$ cat config.mk
export PLATFORM = sky130hd
export DESIGN_NAME = ordered_list_store
export DESIGN_NICKNAME = d
export VERILOG_FILES = /design/src/sv/ols_pkg.sv /design/src/sv/ols_store.sv /design/src/sv/ordered_list_store.sv
export SDC_FILE = /design/constraint.sdc
export NUM_CORES = 1
export LEC_CHECK = 0
export ABC_CLOCK_PERIOD_IN_PS = 7290
export BUFFER_PORTS_ARGS = -buffer_cell sky130_fd_sc_hd__clkbuf_2
export CORE_MARGIN = 3
export CORE_UTILIZATION = 44
export CTS_BUF_LIST = sky130_fd_sc_hd__clkbuf_8
export CTS_CLUSTER_DIAMETER = 80
export DETAILED_ROUTE_END_ITERATION = 10
export GPL_TIMING_DRIVEN = 1
export PLACE_DENSITY = 0.62
export SYNTH_ARGS = -nofsm -noshare
export SYNTH_HDL_FRONTEND = slang
export SYNTH_HIERARCHICAL = 1
export SYNTH_SLANG_ARGS = --single-unit
$ cat constraint.sdc
create_clock -name clk_i -period 7.29 [get_ports clk_i]
set_input_delay 0.3645 -clock clk_i [delete_from_list [all_inputs] [get_ports clk_i]]
set_output_delay 0.3645 -clock clk_i [all_outputs]
set_load 0.005 [all_outputs]
$ cat src/sv/ols_pkg.sv
// Shared types and codes for the ordered list store.
// Holds the command kinds, status codes and sequencer encodings.
// No dependencies.
`timescale 1ns / 1ps

package ols_pkg;

  localparam int unsigned VALUE_W  = 32;
  localparam int unsigned POS_W    = 5;
  localparam int unsigned KIND_W   = 4;
  localparam int unsigned STATUS_W = 3;

  // Command kinds carried by a request.
  typedef enum logic [KIND_W-1:0] {
    K_INS_HEAD        = 4'd0,
    K_INS_TAIL        = 4'd1,
    K_INS_POS         = 4'd2,
    K_INS_AFTER_FIRST = 4'd3,
    K_INS_AFTER_ALL   = 4'd4,
    K_DEL_HEAD        = 4'd5,
    K_DEL_TAIL        = 4'd6,
    K_DEL_POS         = 4'd7,
    K_DEL_FIRST       = 4'd8,
    K_DEL_ALL         = 4'd9,
    K_FIND_FIRST      = 4'd10,
    K_FIND_ALL        = 4'd11,
    K_COUNT           = 4'd12,
    K_DUMP            = 4'd13
  } kind_e;

  // Result status codes.
  typedef enum logic [STATUS_W-1:0] {
    ST_OK        = 3'd0,
    ST_NOT_FOUND = 3'd1,
    ST_BAD_POS   = 3'd2,
    ST_FULL      = 3'd3,
    ST_EMPTY     = 3'd4
  } status_e;

  // Sequencer states, one-hot.
  typedef enum logic [4:0] {
    S_IDLE  = 5'b00001,
    S_READ  = 5'b00010,
    S_EVAL  = 5'b00100,
    S_EVAL2 = 5'b01000,
    S_PUT   = 5'b10000
  } state_e;

  // What the sequencer does with each entry it reads.
  typedef enum logic [1:0] {
    PH_SCAN    = 2'd0,
    PH_EMIT    = 2'd1,
    PH_EXPAND  = 2'd2,
    PH_COMPACT = 2'd3
  } phase_e;

endpackage

$ cat src/sv/ols_store.sv
// Entry memory of the ordered list store with its shared compare unit.
// One write port, one read port with registered read data.
// Depends on ols_pkg.
`timescale 1ns / 1ps

module ols_store
  import ols_pkg::*;
#(
  parameter int unsigned DEPTH = 16
) (
  input  logic                       clk_i,
  input  logic                       wr_en_i,
  input  logic [$clog2(DEPTH)-1:0]   wr_addr_i,
  input  logic [VALUE_W-1:0]         wr_data_i,
  input  logic [$clog2(DEPTH)-1:0]   rd_addr_i,
  input  logic [VALUE_W-1:0]         key_i,
  output logic [VALUE_W-1:0]         rd_data_o,
  output logic                       match_o
);

  logic [VALUE_W-1:0] mem [DEPTH];
  logic [VALUE_W-1:0] rd_data_q;

  // Memory write and registered read.
  always_ff @(posedge clk_i) begin
    if (wr_en_i) begin
      mem[wr_addr_i] <= wr_data_i;
    end
    rd_data_q <= mem[rd_addr_i];
  end

  // The one comparator, shared by every command that matches values.
  assign rd_data_o = rd_data_q;
  assign match_o   = (rd_data_q == key_i);

endmodule

$ cat src/sv/ordered_list_store.sv
// Top level of the ordered list store: command sequencer, fill count and result register.
// Depends on ols_pkg and ols_store.
`timescale 1ns / 1ps

// Usage:
// A request is taken at a rising edge where start is high and busy is low. The
// kind selects an insert, a delete, a search, a count or a dump of the stored
// sequence; positions are one-based. Each result appears on the result ports
// for exactly one cycle with valid_o high, and last_o marks the final result
// of a request. The receiver cannot stall; results are never held back.
// Count, unused kinds and requests refused before any lookup finish straight
// from idle without a memory read. Every entry that is scanned, moved or dumped
// passes through a memory read and then an evaluate or write, because all of
// them go through the single memory port pair and the one shared comparator.
// Insert after all writes one extra copy for each match, and find all scans
// twice. Each result of find all and dump needs a fresh memory read first.
// busy stays high until the last result has been launched.
// Reset empties the store at once; no clearing pass is needed since only
// occupied entries are ever read.
module ordered_list_store
  import ols_pkg::*;
#(
  parameter int unsigned DEPTH = 16
) (
  input  logic                       clk_i,
  input  logic                       rst_ni,
  input  logic                       start,
  output logic                       busy,
  input  logic [KIND_W-1:0]          kind_i,
  input  logic signed [VALUE_W-1:0]  item_value_i,
  input  logic signed [VALUE_W-1:0]  added_value_i,
  input  logic [POS_W-1:0]           position_i,
  output logic                       valid_o,
  output logic [STATUS_W-1:0]        status_o,
  output logic [POS_W-1:0]           found_position_o,
  output logic signed [VALUE_W-1:0]  entry_value_o,
  output logic [POS_W-1:0]           entry_count_o,
  output logic                       last_o
);

  localparam int unsigned IW = $clog2(DEPTH);
  localparam int unsigned CW = $clog2(DEPTH + 1);
  localparam int unsigned PW = ((CW > POS_W) ? CW : POS_W) + 1;

  // Sequencer state.
  state_e              state_q, state_d;
  phase_e              phase_q, phase_d;
  kind_e               kind_q, kind_d;
  logic [VALUE_W-1:0]  val_q, val_d;
  logic [VALUE_W-1:0]  nval_q, nval_d;
  logic [IW-1:0]       s_q, s_d;
  logic [IW-1:0]       w_q, w_d;
  logic [IW-1:0]       stop_q, stop_d;
  logic [IW-1:0]       idx_q, idx_d;
  logic [IW-1:0]       f_q, f_d;
  logic                found_q, found_d;
  logic                all_q, all_d;
  logic [CW-1:0]       m_q, m_d;
  logic [CW-1:0]       nc_q, nc_d;
  logic [CW-1:0]       rpos_q, rpos_d;
  logic                hit_q, hit_d;
  logic [CW-1:0]       fill_q, fill_d;

  // Result register.
  logic                vld_q, vld_d;
  status_e             st_q, st_d;
  logic [CW-1:0]       pos_q, pos_d;
  logic [VALUE_W-1:0]  ev_q, ev_d;
  logic                last_q, last_d;

  // Memory port signals.
  logic                we;
  logic [IW-1:0]       wa;
  logic [VALUE_W-1:0]  wd;
  logic [VALUE_W-1:0]  rdata;
  logic                match;

  // Derived values of the current fill count and request.
  logic [CW-1:0]       depth_c;
  logic                full;
  logic [IW-1:0]       last_idx;
  logic [PW-1:0]       pos_x, fill_x;
  logic                bad_ins_pos, bad_del_pos;
  logic [POS_W-1:0]    pos_m1;
  logic [CW-1:0]       m_n;
  logic [IW-1:0]       f_n;
  logic                over;

  // Command helpers decided in the sequencer.
  logic                do_ins, do_del, do_fin, fin_upd, fin_hit;
  status_e             fin_st;
  logic [CW-1:0]       fin_pos, fin_nc;
  logic [IW-1:0]       ins_idx, del_idx;

  ols_store #(
    .DEPTH(DEPTH)
  ) u_store (
    .clk_i     (clk_i),
    .wr_en_i   (we),
    .wr_addr_i (wa),
    .wr_data_i (wd),
    .rd_addr_i (s_q),
    .key_i     (val_q),
    .rd_data_o (rdata),
    .match_o   (match)
  );

  assign depth_c     = CW'(DEPTH);
  assign full        = (fill_q == depth_c);
  assign last_idx    = IW'(fill_q - CW'(1));
  assign pos_x       = PW'(position_i);
  assign fill_x      = PW'(fill_q);
  assign bad_ins_pos = (position_i == '0) || (pos_x > fill_x + PW'(1));
  assign bad_del_pos = (position_i == '0) || (pos_x > fill_x);
  assign pos_m1      = position_i - POS_W'(1);
  assign m_n         = m_q + CW'(match);
  assign f_n         = found_q ? f_q : s_q;
  assign over        = ({1'b0, fill_q} + {1'b0, m_n}) > {1'b0, depth_c};

  // Sequencer: decides each request, then walks the memory one entry at a time.
  always_comb begin
    state_d = state_q;
    phase_d = phase_q;
    kind_d  = kind_q;
    val_d   = val_q;
    nval_d  = nval_q;
    s_d     = s_q;
    w_d     = w_q;
    stop_d  = stop_q;
    idx_d   = idx_q;
    f_d     = f_q;
    found_d = found_q;
    all_d   = all_q;
    m_d     = m_q;
    nc_d    = nc_q;
    rpos_d  = rpos_q;
    hit_d   = hit_q;
    fill_d  = fill_q;
    vld_d   = 1'b0;
    st_d    = st_q;
    pos_d   = pos_q;
    ev_d    = ev_q;
    last_d  = last_q;
    we      = 1'b0;
    wa      = w_q;
    wd      = rdata;
    do_ins  = 1'b0;
    do_del  = 1'b0;
    do_fin  = 1'b0;
    fin_upd = 1'b0;
    fin_hit = 1'b0;
    fin_st  = ST_OK;
    fin_pos = '0;
    fin_nc  = fill_q;
    ins_idx = '0;
    del_idx = '0;

    unique case (state_q)
      S_IDLE: begin
        if (start) begin
          kind_d  = kind_e'(kind_i);
          val_d   = item_value_i;
          nval_d  = added_value_i;
          s_d     = '0;
          m_d     = '0;
          f_d     = '0;
          found_d = 1'b0;
          rpos_d  = '0;
          hit_d   = 1'b0;
          unique case (kind_e'(kind_i))
            K_INS_HEAD: begin
              if (full) begin
                do_fin = 1'b1;
                fin_st = ST_FULL;
              end else begin
                do_ins  = 1'b1;
                ins_idx = '0;
              end
            end
            K_INS_TAIL: begin
              if (full) begin
                do_fin = 1'b1;
                fin_st = ST_FULL;
              end else begin
                do_ins  = 1'b1;
                ins_idx = IW'(fill_q);
              end
            end
            K_INS_POS: begin
              if (bad_ins_pos) begin
                do_fin = 1'b1;
                fin_st = ST_BAD_POS;
              end else if (full) begin
                do_fin = 1'b1;
                fin_st = ST_FULL;
              end else begin
                do_ins  = 1'b1;
                ins_idx = IW'(pos_m1);
              end
            end
            K_INS_AFTER_FIRST, K_INS_AFTER_ALL, K_FIND_FIRST, K_FIND_ALL: begin
              if (fill_q == '0) begin
                do_fin = 1'b1;
                fin_st = ST_NOT_FOUND;
              end else begin
                phase_d = PH_SCAN;
                state_d = S_READ;
              end
            end
            K_DEL_HEAD, K_DEL_TAIL: begin
              if (fill_q <= CW'(1)) begin
                do_fin = 1'b1;
                fin_st = ST_EMPTY;
              end else begin
                do_del  = 1'b1;
                del_idx = (kind_e'(kind_i) == K_DEL_HEAD) ? '0 : last_idx;
              end
            end
            K_DEL_POS: begin
              if (fill_q == '0) begin
                do_fin = 1'b1;
                fin_st = ST_EMPTY;
              end else if (bad_del_pos) begin
                do_fin = 1'b1;
                fin_st = ST_BAD_POS;
              end else if (fill_q == CW'(1)) begin
                do_fin = 1'b1;
                fin_st = ST_EMPTY;
              end else begin
                do_del  = 1'b1;
                del_idx = IW'(pos_m1);
              end
            end
            K_DEL_FIRST, K_DEL_ALL: begin
              if (fill_q == '0) begin
                do_fin = 1'b1;
                fin_st = ST_EMPTY;
              end else begin
                phase_d = PH_SCAN;
                state_d = S_READ;
              end
            end
            K_DUMP: begin
              if (fill_q == '0) begin
                do_fin = 1'b1;
                fin_st = ST_EMPTY;
              end else begin
                phase_d = PH_EMIT;
                state_d = S_READ;
              end
            end
            default: begin
              // Count and the unused kinds just report the fill count.
              do_fin = 1'b1;
              fin_st = ST_OK;
            end
          endcase
        end
      end

      S_READ: begin
        // The read address is s_q; data is registered for the next cycle.
        state_d = S_EVAL;
      end

      S_EVAL: begin
        unique case (phase_q)
          PH_SCAN: begin
            m_d     = m_n;
            f_d     = f_n;
            found_d = found_q | match;
            if (s_q == last_idx) begin
              if (m_n == '0) begin
                do_fin = 1'b1;
                fin_st = ST_NOT_FOUND;
              end else begin
                unique case (kind_q)
                  K_INS_AFTER_FIRST: begin
                    fin_pos = CW'(f_n) + CW'(1);
                    fin_hit = 1'b1;
                    if (full) begin
                      do_fin = 1'b1;
                      fin_st = ST_FULL;
                    end else begin
                      do_ins  = 1'b1;
                      ins_idx = f_n + IW'(1);
                    end
                  end
                  K_INS_AFTER_ALL: begin
                    if (over) begin
                      do_fin = 1'b1;
                      fin_st = ST_FULL;
                    end else begin
                      phase_d = PH_EXPAND;
                      s_d     = last_idx;
                      w_d     = IW'(fill_q + m_n - CW'(1));
                      stop_d  = '0;
                      all_d   = 1'b1;
                      nc_d    = fill_q + m_n;
                      state_d = S_READ;
                    end
                  end
                  K_DEL_FIRST: begin
                    if (fill_q == CW'(1)) begin
                      do_fin = 1'b1;
                      fin_st = ST_EMPTY;
                    end else begin
                      fin_pos = CW'(f_n) + CW'(1);
                      fin_hit = 1'b1;
                      do_del  = 1'b1;
                      del_idx = f_n;
                    end
                  end
                  K_DEL_ALL: begin
                    if (m_n == fill_q) begin
                      do_fin = 1'b1;
                      fin_st = ST_EMPTY;
                    end else begin
                      phase_d = PH_COMPACT;
                      s_d     = '0;
                      w_d     = '0;
                      stop_d  = last_idx;
                      all_d   = 1'b1;
                      nc_d    = fill_q - m_n;
                      state_d = S_READ;
                    end
                  end
                  K_FIND_FIRST: begin
                    do_fin  = 1'b1;
                    fin_pos = CW'(f_n) + CW'(1);
                    fin_hit = 1'b1;
                  end
                  K_FIND_ALL: begin
                    // Second pass emits the matches, counting down to the last one.
                    phase_d = PH_EMIT;
                    s_d     = '0;
                    state_d = S_READ;
                  end
                  default: begin
                    do_fin = 1'b1;
                  end
                endcase
              end
            end else begin
              s_d     = s_q + IW'(1);
              state_d = S_READ;
            end
          end

          PH_EMIT: begin
            if ((kind_q == K_DUMP) || match) begin
              vld_d  = 1'b1;
              st_d   = ST_OK;
              pos_d  = CW'(s_q) + CW'(1);
              ev_d   = rdata;
              last_d = (kind_q == K_DUMP) ? (s_q == last_idx) : (m_q == CW'(1));
              m_d    = m_q - CW'(1);
            end
            if (vld_d && last_d) begin
              state_d = S_IDLE;
            end else begin
              s_d     = s_q + IW'(1);
              state_d = S_READ;
            end
          end

          PH_EXPAND: begin
            we  = 1'b1;
            w_d = w_q - IW'(1);
            if (all_q && match) begin
              // Copy goes above the match; the match itself moves next cycle.
              wd      = nval_q;
              state_d = S_EVAL2;
            end else if (s_q == stop_q) begin
              if (all_q) begin
                do_fin  = 1'b1;
                fin_upd = 1'b1;
                fin_nc  = nc_q;
                fin_pos = rpos_q;
                fin_hit = hit_q;
              end else begin
                state_d = S_PUT;
              end
            end else begin
              s_d     = s_q - IW'(1);
              state_d = S_READ;
            end
          end

          PH_COMPACT: begin
            if (!(all_q && match)) begin
              we  = 1'b1;
              w_d = w_q + IW'(1);
            end
            if (s_q == stop_q) begin
              do_fin  = 1'b1;
              fin_upd = 1'b1;
              fin_nc  = nc_q;
              fin_pos = rpos_q;
              fin_hit = hit_q;
            end else begin
              s_d     = s_q + IW'(1);
              state_d = S_READ;
            end
          end
        endcase
      end

      S_EVAL2: begin
        // Second write of a matched entry during insert after all.
        we  = 1'b1;
        w_d = w_q - IW'(1);
        if (s_q == stop_q) begin
          do_fin  = 1'b1;
          fin_upd = 1'b1;
          fin_nc  = nc_q;
          fin_pos = rpos_q;
          fin_hit = hit_q;
        end else begin
          s_d     = s_q - IW'(1);
          state_d = S_READ;
        end
      end

      S_PUT: begin
        // Place the new value in the gap opened by the shift, or directly at the tail.
        we      = 1'b1;
        wa      = idx_q;
        wd      = (kind_q == K_INS_AFTER_FIRST) ? nval_q : val_q;
        do_fin  = 1'b1;
        fin_upd = 1'b1;
        fin_nc  = nc_q;
        fin_pos = rpos_q;
        fin_hit = hit_q;
      end

      default: begin
        state_d = S_IDLE;
      end
    endcase

    // Insert: shift entries idx and above up by one, or place directly at the tail.
    if (do_ins) begin
      idx_d  = ins_idx;
      nc_d   = fill_q + CW'(1);
      rpos_d = fin_pos;
      hit_d  = fin_hit;
      if (CW'(ins_idx) == fill_q) begin
        state_d = S_PUT;
      end else begin
        phase_d = PH_EXPAND;
        s_d     = last_idx;
        w_d     = IW'(fill_q);
        stop_d  = ins_idx;
        all_d   = 1'b0;
        state_d = S_READ;
      end
    end

    // Delete: shift entries above idx down by one; the tail needs no move.
    if (do_del) begin
      nc_d   = fill_q - CW'(1);
      rpos_d = fin_pos;
      hit_d  = fin_hit;
      if (del_idx == last_idx) begin
        do_fin  = 1'b1;
        fin_upd = 1'b1;
        fin_nc  = fill_q - CW'(1);
      end else begin
        phase_d = PH_COMPACT;
        s_d     = del_idx + IW'(1);
        w_d     = del_idx;
        stop_d  = last_idx;
        all_d   = 1'b0;
        state_d = S_READ;
      end
    end

    // Final result of a request, for all but the results emitted by find all and dump.
    if (do_fin) begin
      vld_d   = 1'b1;
      st_d    = fin_st;
      pos_d   = fin_pos;
      ev_d    = fin_hit ? val_q : '0;
      last_d  = 1'b1;
      state_d = S_IDLE;
      if (fin_upd) begin
        fill_d = fin_nc;
      end
    end
  end

  // Control state.
  always_ff @(posedge clk_i or negedge rst_ni) begin
    if (!rst_ni) begin
      state_q <= S_IDLE;
      fill_q  <= '0;
      vld_q   <= 1'b0;
    end else begin
      state_q <= state_d;
      fill_q  <= fill_d;
      vld_q   <= vld_d;
    end
  end

  // Working registers and result payload.
  always_ff @(posedge clk_i) begin
    phase_q <= phase_d;
    kind_q  <= kind_d;
    val_q   <= val_d;
    nval_q  <= nval_d;
    s_q     <= s_d;
    w_q     <= w_d;
    stop_q  <= stop_d;
    idx_q   <= idx_d;
    f_q     <= f_d;
    found_q <= found_d;
    all_q   <= all_d;
    m_q     <= m_d;
    nc_q    <= nc_d;
    rpos_q  <= rpos_d;
    hit_q   <= hit_d;
    st_q    <= st_d;
    pos_q   <= pos_d;
    ev_q    <= ev_d;
    last_q  <= last_d;
  end

  assign busy             = (state_q != S_IDLE);
  assign valid_o          = vld_q;
  assign status_o         = st_q;
  assign found_position_o = POS_W'(pos_q);
  assign entry_value_o    = ev_q;
  assign entry_count_o    = POS_W'(fill_q);
  assign last_o           = last_q;

endmodule
Yosys cells after proc, flatten, opt, wreduce, memory -nomap -nowiden
Memory sizes are Yosys's and may differ from the RTL's. A register that Yosys moved wholly into a read port is not among the register bits.
Cells that the tools add are included.

cells by class
  add/subtract/negate cells = 18
  magnitude comparators = 4
  equal/unequal tests = 44
  muxes and demuxes = 258
  bitwise operators = 1
  reduce and logical (&&, ||, !) cells = 36

operators by type and width
  cell                 count
  $mux 32              8
  $mux 5               46
  $mux 4               56
  $mux 1               71
  $pmux 32 s2          1
  $pmux 4 s2           8
  $pmux 5 s3           4
  $pmux 5 s2           5
  $mux 3               14
  $eq 4x4->1 const B   10
  $pmux 4 s3           3
  $eq 32x32->1         1
  $mux 2               16
  $pmux 5 s5           1
  $eq 4x3->1 const B   5
  $pmux 1 s2           10
  $pmux 5 s4           1
  $pmux 3 s6           1
  $add 4x1->4 const B  4
  $pmux 4 s4           1
  $sub 4x1->4 const B  4
  $eq 5x1->1 const B   3
  $logic_not 5->1      3
  $reduce_bool 3->1    5
  other kinds (52)     80

word-level totals
  register bits after elaboration = 160
  memory bits (writable) = 512
  input port bits = 76
  output and inout bits = 48
  logic and storage cells = 384
  memories kept = 1

memory list
  name         depth  bits a word  read ports  clocked after memory_dff  write ports  RTL line         RTL
  u_store.mem  16     32           1           1                         1            ols_store.sv:21  logic [VALUE_W-1:0] mem [DEPTH];

Depth between registers and ports, before layout
Gate-level depths: netlist of run 1.

  word-level depth = 14
  mapped depth = 20

Modules after synthesis
The synthesis of run 1 kept the hierarchy.

modules (own cells, without submodules)
  module              instances  cells an instance  area each (µm²)  seq. area each (µm²)
  ols_store           1          881                20181.9          16015.4
  ordered_list_store  1          1107               10497.6          4590.7

Worst setup path before layout of run 1
No wires, ideal clock.

  path kind = register to register
  from = register val_q[7]
  to = register ev_q[0] (netlist: entry_value_o[0]) (enable)
  library setup time = 0.755 ns
  arrival time = 5.306 ns
  data required time = 6.535 ns
  path slack = 1.230 ns
  stages on the path, launching flop included = 19
  clock period less this slack = 6.060 ns
  cell sequence = edfxtp_1 xor2_1 nor4_1 nand4_1 nor2_1 ha_1 ha_1 xor2_1 ha_1 and3_1 or2_2 nor3_1 o31a_1 a2bb2oi_1 a311oi_1 nor4_4 buf_6 buf_2 o21ai_0

between the ends
  word-level cells in the longest chain between the ends = 14
  elaborated cells on any way between the ends = 31
  classes of those cells = 2 x add/sub; 1 x order compare; 3 x eq/ne; 18 x mux; 7 x reduce/logical

RTL lines
  what                                 RTL line                   RTL
  start, declared                      ordered_list_store.sv:49   logic [VALUE_W-1:0] val_q, val_d;
  start signal, assigned               ordered_list_store.sv:510  val_q <= val_d;
  $eq 32x32->1 *                       ols_store.sv:34            assign match_o = (rd_data_q == key_i);
  net match                            ordered_list_store.sv:76   logic match;
  $add 5x1->5                          ordered_list_store.sv:116  assign m_n = m_q + CW'(match);
  $add 5x5->6                          ordered_list_store.sv:118  assign over = ({1'b0, fill_q} + {1'b0, m_n}) > {1'b0, depth_c};
  $gt 6x5->1                           ordered_list_store.sv:118
  $mux 1                               ordered_list_store.sv:290  if (over) begin
  $pmux 1 s5                           ordered_list_store.sv:277  unique case (kind_q)
  $mux 1                               ordered_list_store.sv:273  if (m_n == '0) begin
  $mux 1                               ordered_list_store.sv:272  if (s_q == last_idx) begin
  $pmux 1 s3                           ordered_list_store.sv:267  unique case (phase_q)
  $pmux 1 s4                           ordered_list_store.sv:158  unique case (state_q)
  $mux 1                               ordered_list_store.sv:465  if (del_idx == last_idx) begin
  $mux 1                               ordered_list_store.sv:461  if (do_del) begin
  $reduce_bool 2->1 (no source line)   n/a
  $reduce_and 3->1 (no source line) *  n/a
  end signal, assigned                 ordered_list_store.sv:525  ev_q <= ev_d;
  end, declared                        ordered_list_store.sv:68   logic [VALUE_W-1:0] ev_q, ev_d;

The timed path passes the listed nets; every way through them passes the cells marked *.
A chain may end at the register's enable or synchronous reset.

Final worst setup path of run 1
  from = register val_q[21]
  to = register ev_q[15] (netlist: entry_value_o[15]), data pin

between the ends
  word-level cells in the longest chain between the ends = 13
  elaborated cells on any way between the ends = 33
  classes of those cells = 2 x add/sub; 1 x order compare; 3 x eq/ne; 25 x mux; 2 x reduce/logical

RTL lines
  what            RTL line                   RTL
  $eq 32x32->1 *  ols_store.sv:34
  net match       ordered_list_store.sv:76
  $add 5x1->5     ordered_list_store.sv:116
  $add 5x5->6     ordered_list_store.sv:118
  $gt 6x5->1      ordered_list_store.sv:118
  $mux 1          ordered_list_store.sv:290
  $pmux 1 s5      ordered_list_store.sv:277
  $mux 1          ordered_list_store.sv:273
  $mux 1          ordered_list_store.sv:272
  $pmux 1 s3      ordered_list_store.sv:267
  $pmux 1 s4      ordered_list_store.sv:158
  $mux 1          ordered_list_store.sv:465
  $mux 1          ordered_list_store.sv:461
  $mux 32 *       ordered_list_store.sv:480  if (do_fin) begin
  net ev_d[15]    ordered_list_store.sv:68

Marked as above.

==> run metrics, run 1 <==
Seq cells post-synth=around 700; Post-DP HPWL=52.5 mm; Initial Utilization=between 40% and 50%; Avg Vias per Cell=5.87; placed cells=2972; most frequent cells after synthesis=edfxtp_1 (645), nand2_1 (166), mux4_2 (128); CTS sink cnt=about 700; cells after synthesis=1988; 1st-pass router iterations=7; Worst-path clk slew=60 ps; worst setup path class=reg2reg; Overflow after GRT=0; Startpoint Class=flop; Synth cell types=102; die width=270 um; final setup fails=0; Total Die Area=0.0729 sq mm; Total Wirelength=87.8 mm; GP Congestion=approximately 0.96; cts repair resizes=0; cell taking the most area after synthesis=edfxtp_1; vias in the first global route=approximately 19000; status=finished, final reports clean; YS warnings=6; area of the core=0.0688 sq mm; H-tree depth=3; Worst Reg2Reg Path Length in Cells=19; Placed Area=around 0.032 sq mm; PD cells=approximately 380 mW/mm^2; nets=2336; Finished Layout Cells=around 3300; Worst Hold Class=in2reg; io pins=124; area delta synth->final=15.0%; CP Data Arrival Time=6650 ps; maxcap violations=0; hold path endpoint=kind_q[2]; post-route ant nets=0; Avg Cell Area, Syn=roughly 15 sq um; Clock Path Buffers=3; initial antenna violation count=1; synth top area cells=edfxtp_1 (63%), mux4_2 (9.4%), dfxtp_1 (3.1%), nand2_1 (2.0%), a22oi_1 (1.7%); Reg2Reg Setup Slack=1060 ps; Post-synth EDFFs=645; Hold Path Depth=1; Critical Path RT=7710 ps; hold path start=kind_i[2]; Setup TNS Final=0 ps; Tightest Pin Transition=~1100 ps; async set-or-reset flop fraction in the synthesized netlist=1.56%; critical path's largest stage delay=between 500 and 600 ps; via count=19071; RSZ-0062 raised after global routing=false; total track usage=approximately a quarter; Top delay family on crit path=simple AND/OR/NAND/NOR gates; DRC viols=0; clock skew=62.0 ps; cell row count=96; Final period util=85.5%; share of the synthesized area in the top cell type=63.1%; Finished Cell Area=0.0353 sq mm; crit-path cells=xor2_1 > nor4_1 > nand4_1 > nor2_1 > ha_1 > ha_1 > xor2_1 > ha_1 > and3_1 > or2_2 > nor3_1 > o31a_1 > buf_4 > a2bb2oi_1 > a311oi_1 > nor4_4 > buf_4 > buf_4 > o21ai_0; sequential-to-total area share from yosys stat=approximately 67%; crit path capture type=flop; CTS tree=built; DRT iter0 DRCs=roughly 2200; Post-Syn Area=between 0.03 and 0.04 sq mm; normalized max-slew margin=about a quarter; root buf cell=clkbuf_8; r2r startpoint=val_q[21]; RR Endpoint=entry_value_o[15]; WP buf/inv=3; chip height=270 um; crit path max fanout=66; largest net degree at the start of global routing=67; first-pass GRT wire length=129 mm; Slew Viols, Final=0; Primary FF master, synth=edfxtp_1; PortBufs=123; most numerous cell in the Yosys netlist=edfxtp_1; syn_nets=2101; fraction of layout cells with a size suffix above 1=roughly 22%; CTS hold repair buffers=67; peak supply drop=0.230 mV; post-layout util=51.2%; Antenna Cells=0; leakage=12.2 nW; CP max-delay cell=buf_4; DR WL/cell=27.0 um; Max Freq=~0.16 GHz; Post-CTS Setup Bufs=0; final hold viol count=0; TritonCTS Buffers=113; min Tclk post-route=6230 ps; Worst-Skew Late Latency=about 750 ps
-- cell usage in the layout (no fill, tap or decap), types with 13 or more instances in the layout --
cell type	n
a21oi_1	55
a222oi_1	35
a22oi_1	70
a31oi_1	18
and2_1	13
buf_4	47
clkbuf_2	123
clkbuf_8	123
clkinv_1	21
dfxtp_1	46
dlygate4sd3_1	67
edfxtp_1	645
ha_1	35
inv_1	117
mux2i_1	23
mux4_2	128
nand2_1	166
nand3_1	40
nor2_1	74
nor2_4	14
nor3_1	17
o21ai_0	83
o21ai_1	18
xnor2_1	25
xor2_1	49
-- worst max path at each step --
stage / startpoint / end / slack [ps] / cells past startpoint
2_1_floorplan: val_q[7] / entry_value_o[0] / 1230 / 18
3_3_place_gp: val_q[21] / entry_value_o[13] / 1280 / 19
3_5_place_dp: val_q[21] / entry_value_o[18] / 1180 / 19
4_1_cts: val_q[21] / entry_value_o[15] / 1130 / 19
5_1_grt: val_q[13] / entry_value_o[9] / 710 / 19
6_report: val_q[21] / entry_value_o[15] / 1060 / 19
-- metal layers --
metal	routed length, um	track usage (%)	vias up
li1	-	-	8390
met1	35700	32.4	9717
met2	43100	39.5	815
met3	6150	3.83	149
met4	2870	8.12	0
met5	0	0	-
-- cell families after synthesis --
| group | count (synthesis) | synth area share (%) |
|---|---|---|
| AOI/OAI and AO/OA | 391 | 8.88 |
| xor gates and xnor gates | 76 | 2.24 |
| adders and majority gates | 37 | 1.56 |
| DFF | 704 | 67.2 |
| and+or+nand+nor | 433 | 6.95 |
| muxes | 158 | 10.4 |
| buffers and inverters | 189 | 2.79 |
-- metrics by stage --
stage	setup WS, ps	hold WS, ps	power [mW]
2_1_floorplan	1230	68.9	8.67
3_3_place_gp	1280	300	10.1
3_5_place_dp	1180	306	10.2
4_1_cts	1130	10.5	13.4
5_1_grt	712	56.1	14.0
6_report	1060	63.6	13.4
-- sequential cells by signal (all words and copies together), names as in the netlist, 5 cells and up --
name and flops:
u_store/mem 512, entry_value_o 32, nval_q 32, u_store/rd_data_o 32, val_q 32, entry_count_o 5, found_position_o 5, m_q 5
nc_q 5, rpos_q 5, state_q 5
-- power breakdown --
part           total (mW)  switching (mW)  leakage [nW]  internal [mW]
logic                4.41            2.84          4.48           1.57
clock network        3.22            1.58          1.29           1.64
registers            5.74           0.397          6.41           5.34
-- final cells by class --
type	instances	area, sq um
repair buffers	237	1640
flip-flops and latches	704	20600
clock inverters	88	484
fillers	5752	33600
well taps	931	1160
clock buffers	123	1690
inverters	72	272
multi-input cells	1095	9400
No activity file was read; power rests on OpenSTA's default activity.
==> inputs of run 2 (changes only) <==
--- a/config.mk
+++ b/config.mk
@@ -5,8 +5,9 @@
 export SDC_FILE = /design/constraint.sdc
 export NUM_CORES = 1
 export LEC_CHECK = 0
-export ABC_CLOCK_PERIOD_IN_PS = 7290
+export ABC_CLOCK_PERIOD_IN_PS = 7900
 export BUFFER_PORTS_ARGS = -buffer_cell sky130_fd_sc_hd__clkbuf_2
+export CAP_MARGIN = 10
 export CORE_MARGIN = 3
 export CORE_UTILIZATION = 44
 export CTS_BUF_LIST = sky130_fd_sc_hd__clkbuf_8
==> constraint.sdc (replaced) <==
create_clock -name clk_i -period 7.9 [get_ports clk_i]
set_input_delay 0.395 -clock clk_i [delete_from_list [all_inputs] [get_ports clk_i]]
set_output_delay 0.395 -clock clk_i [all_outputs]
set_load 0.05 [all_outputs]
==> run 2 against run 1 <==
Net effect:
- clock power shrank 7.8%
- cell area is essentially flat
- flip-flop and latch count is the same
- register-to-register slack gained 410 ps
- sequential power shrank 7.3%
- via count grew 1.8%
- clock-buffer cell count grew 1
- global-route usage grew 0.51 points
- fmax shrank 3.1%
- first-iteration DRC count shrank 4.8%
- combinational power shrank 3%
- setup slack gained 410 ps
- critical endpoint is now entry_value_o[5]
- largest power group unchanged
==> run metrics, run 2 (same netlist as run 1, synthesis figures left out) <==
status=finished, final reports clean; PD cells=356 mW/mm^2; Clock Path Buffers=3; worst setup path class=reg2reg; Setup TNS Final=0 ps; Finished Cell Area=0.0353 sq mm; critical path's most frequent cell=ha_1; RR Endpoint=entry_value_o[5]; final setup fails=0; max reg flops=512; WP buf/inv=2; Overflow after GRT=0; peak supply drop=about 0.27 mV; critical path's largest stage delay=810 ps; placed cells=2974; TritonCTS Buffers=roughly 110; Startpoint Class=flop; CTS sink cnt=~700; r2r startpoint=val_q[21]; post-route ant nets=0; Reg with most FFs=u_store/mem; Avg Vias per Cell=5.97; cts repair resizes=0; io pins=124; Post-DP HPWL=around 53 mm; clock skew=59.5 ps; Critical Path RT=approximately 8300 ps; nets=between 2000 and 2500; root buf cell=clkbuf_8; H-tree depth=3; normalized max-slew margin=21.7%; 1st-pass router iterations=9; commonest non-fill, non-tap cell in the layout=edfxtp_1; CP Data Arrival Time=6800 ps; Tightest Pin Transition=1180 ps; PortBufs=about 120; leakage=approximately 12 nW; Worst-path clk slew=70 ps; Placed Area=0.0324 sq mm; Top delay family on crit path=simple AND/OR/NAND/NOR gates; final hold viol count=0; Worst-Skew Late Latency=750 ps; crit-path cells=xor2_1 > nor4_1 > nand4_1 > nor2_1 > buf_4 > ha_1 > ha_1 > xor2_1 > ha_1 > a21o_1 > or2_2 > nor3_1 > o31a_1 > a2bb2oi_1 > a311oi_1 > nor4_4 > o21ai_4 > buf_4; vias in the first global route=19555; Reg2Reg Setup Slack=1460 ps; Initial Utilization=44.6%; Hold Path Depth=1; initial antenna violation count=3; first-pass GRT wire length=~130 mm; CTS tree=built; RSZ-0062 raised after global routing=false; largest net degree at the start of global routing=69; total track usage=24.4%; CP max-delay cell=nor4_4; Final period util=81.5%; GP Congestion=around 0.94; Total Wirelength=90.0 mm; DRT iter0 DRCs=2117; fraction of layout cells with a size suffix above 1=between 20% and 30%; hold path endpoint=kind_q[2]; Max Freq=~0.16 GHz; hold path start=kind_i[2]; maxcap violations=0; DR WL/cell=27.7 um; via count=19407; cell row count=96; Worst Reg2Reg Path Length in Cells=18; Finished Layout Cells=3251; min Tclk post-route=6440 ps; DRC viols=0; Worst Hold Class=in2reg; Slew Viols, Final=0; area delta synth->final=15.0%; chip height=270 um; crit path capture type=flop; die width=270 um; Total Die Area=0.0729 sq mm; area of the core=0.0688 sq mm; most frequent cells in the layout=edfxtp_1 (645), nand2_1 (166), mux4_2 (128), clkbuf_8 (124), clkbuf_2 (123); post-layout util=51.2%; crit path max fanout=40
run 2: cell type report:
cell class                      instances  area [sq um]
Timing Repair Buffer                  237          1650
Clock inverter                         86           455
Antenna cell                            2          5.00
Tap cell                              931          1160
Inverter                               72           272
Sequential cell                       704         20600
Clock buffer                          124          1710
Fill cell                            5790         33600
Multi-Input combinational cell       1095          9400
run 2: worst reg2reg max path, delay by kind of cell (launching register included):
| kind | cells | cell delay, ps |
|---|---|---|
| simple gates | 6 | 2320 |
| compound gates | 5 | 1360 |
| fa+ha+maj | 3 | 790 |
| buf+inv | 2 | 590 |
| xor+xnor | 2 | 490 |
| flops | 1 | 440 |
run 2: layer usage:
| layer | vias up | share of wire, % | global-route usage (%) |
|---|---|---|---|
| met2 | 963 | 49 | 40.2 |
| met1 | 9875 | 40 | 32.7 |
| met4 | 0 | 4.1 | 9.81 |
| met3 | 190 | 7.6 | 3.71 |
| li1 | 8379 | - | - |
| met5 | - | 0 | 0 |
run 2: worst max path at each step:
stage / to / start / depth (start not counted) / slack, ps
2_1_floorplan: entry_value_o[0] / val_q[7] / 18 / 1840
3_3_place_gp: entry_value_o[17] / val_q[21] / 18 / 1750
3_5_place_dp: entry_value_o[17] / val_q[21] / 18 / 1670
4_1_cts: entry_value_o[5] / val_q[21] / 18 / 1590
5_1_grt: entry_value_o[7] / val_q[21] / 18 / 1220
6_report: entry_value_o[5] / val_q[21] / 18 / 1460
run 2: repair_timing:
| item | CTS | global route |
|---|---|---|
| hold endpoints to repair | 75 | 0 |
| endpoints found under the setup margin | 0 | 0 |
| hold buffers | 65 | 0 |
| buffers inserted | 0 | 0 |
run 2: stage by stage:
| step | power [mW] | hold slack [ps] | worst slack (ps) |
|---|---|---|---|
| 2_1_floorplan | 8.20 | 99.4 | 1840 |
| 3_5_place_dp | 9.61 | 340 | 1670 |
| 5_1_grt | 13.1 | 54.2 | 1220 |
| 4_1_cts | 12.6 | 21.0 | 1590 |
| 3_3_place_gp | 9.52 | 326 | 1750 |
| 6_report | 12.6 | 88.5 | 1460 |
run 2: report_power, final:
group	internal (mW)	switching [mW]	leakage, nW
Combinational	1.45	2.81	4.49
Sequential	4.93	0.391	6.41
Clock	1.49	1.48	1.25
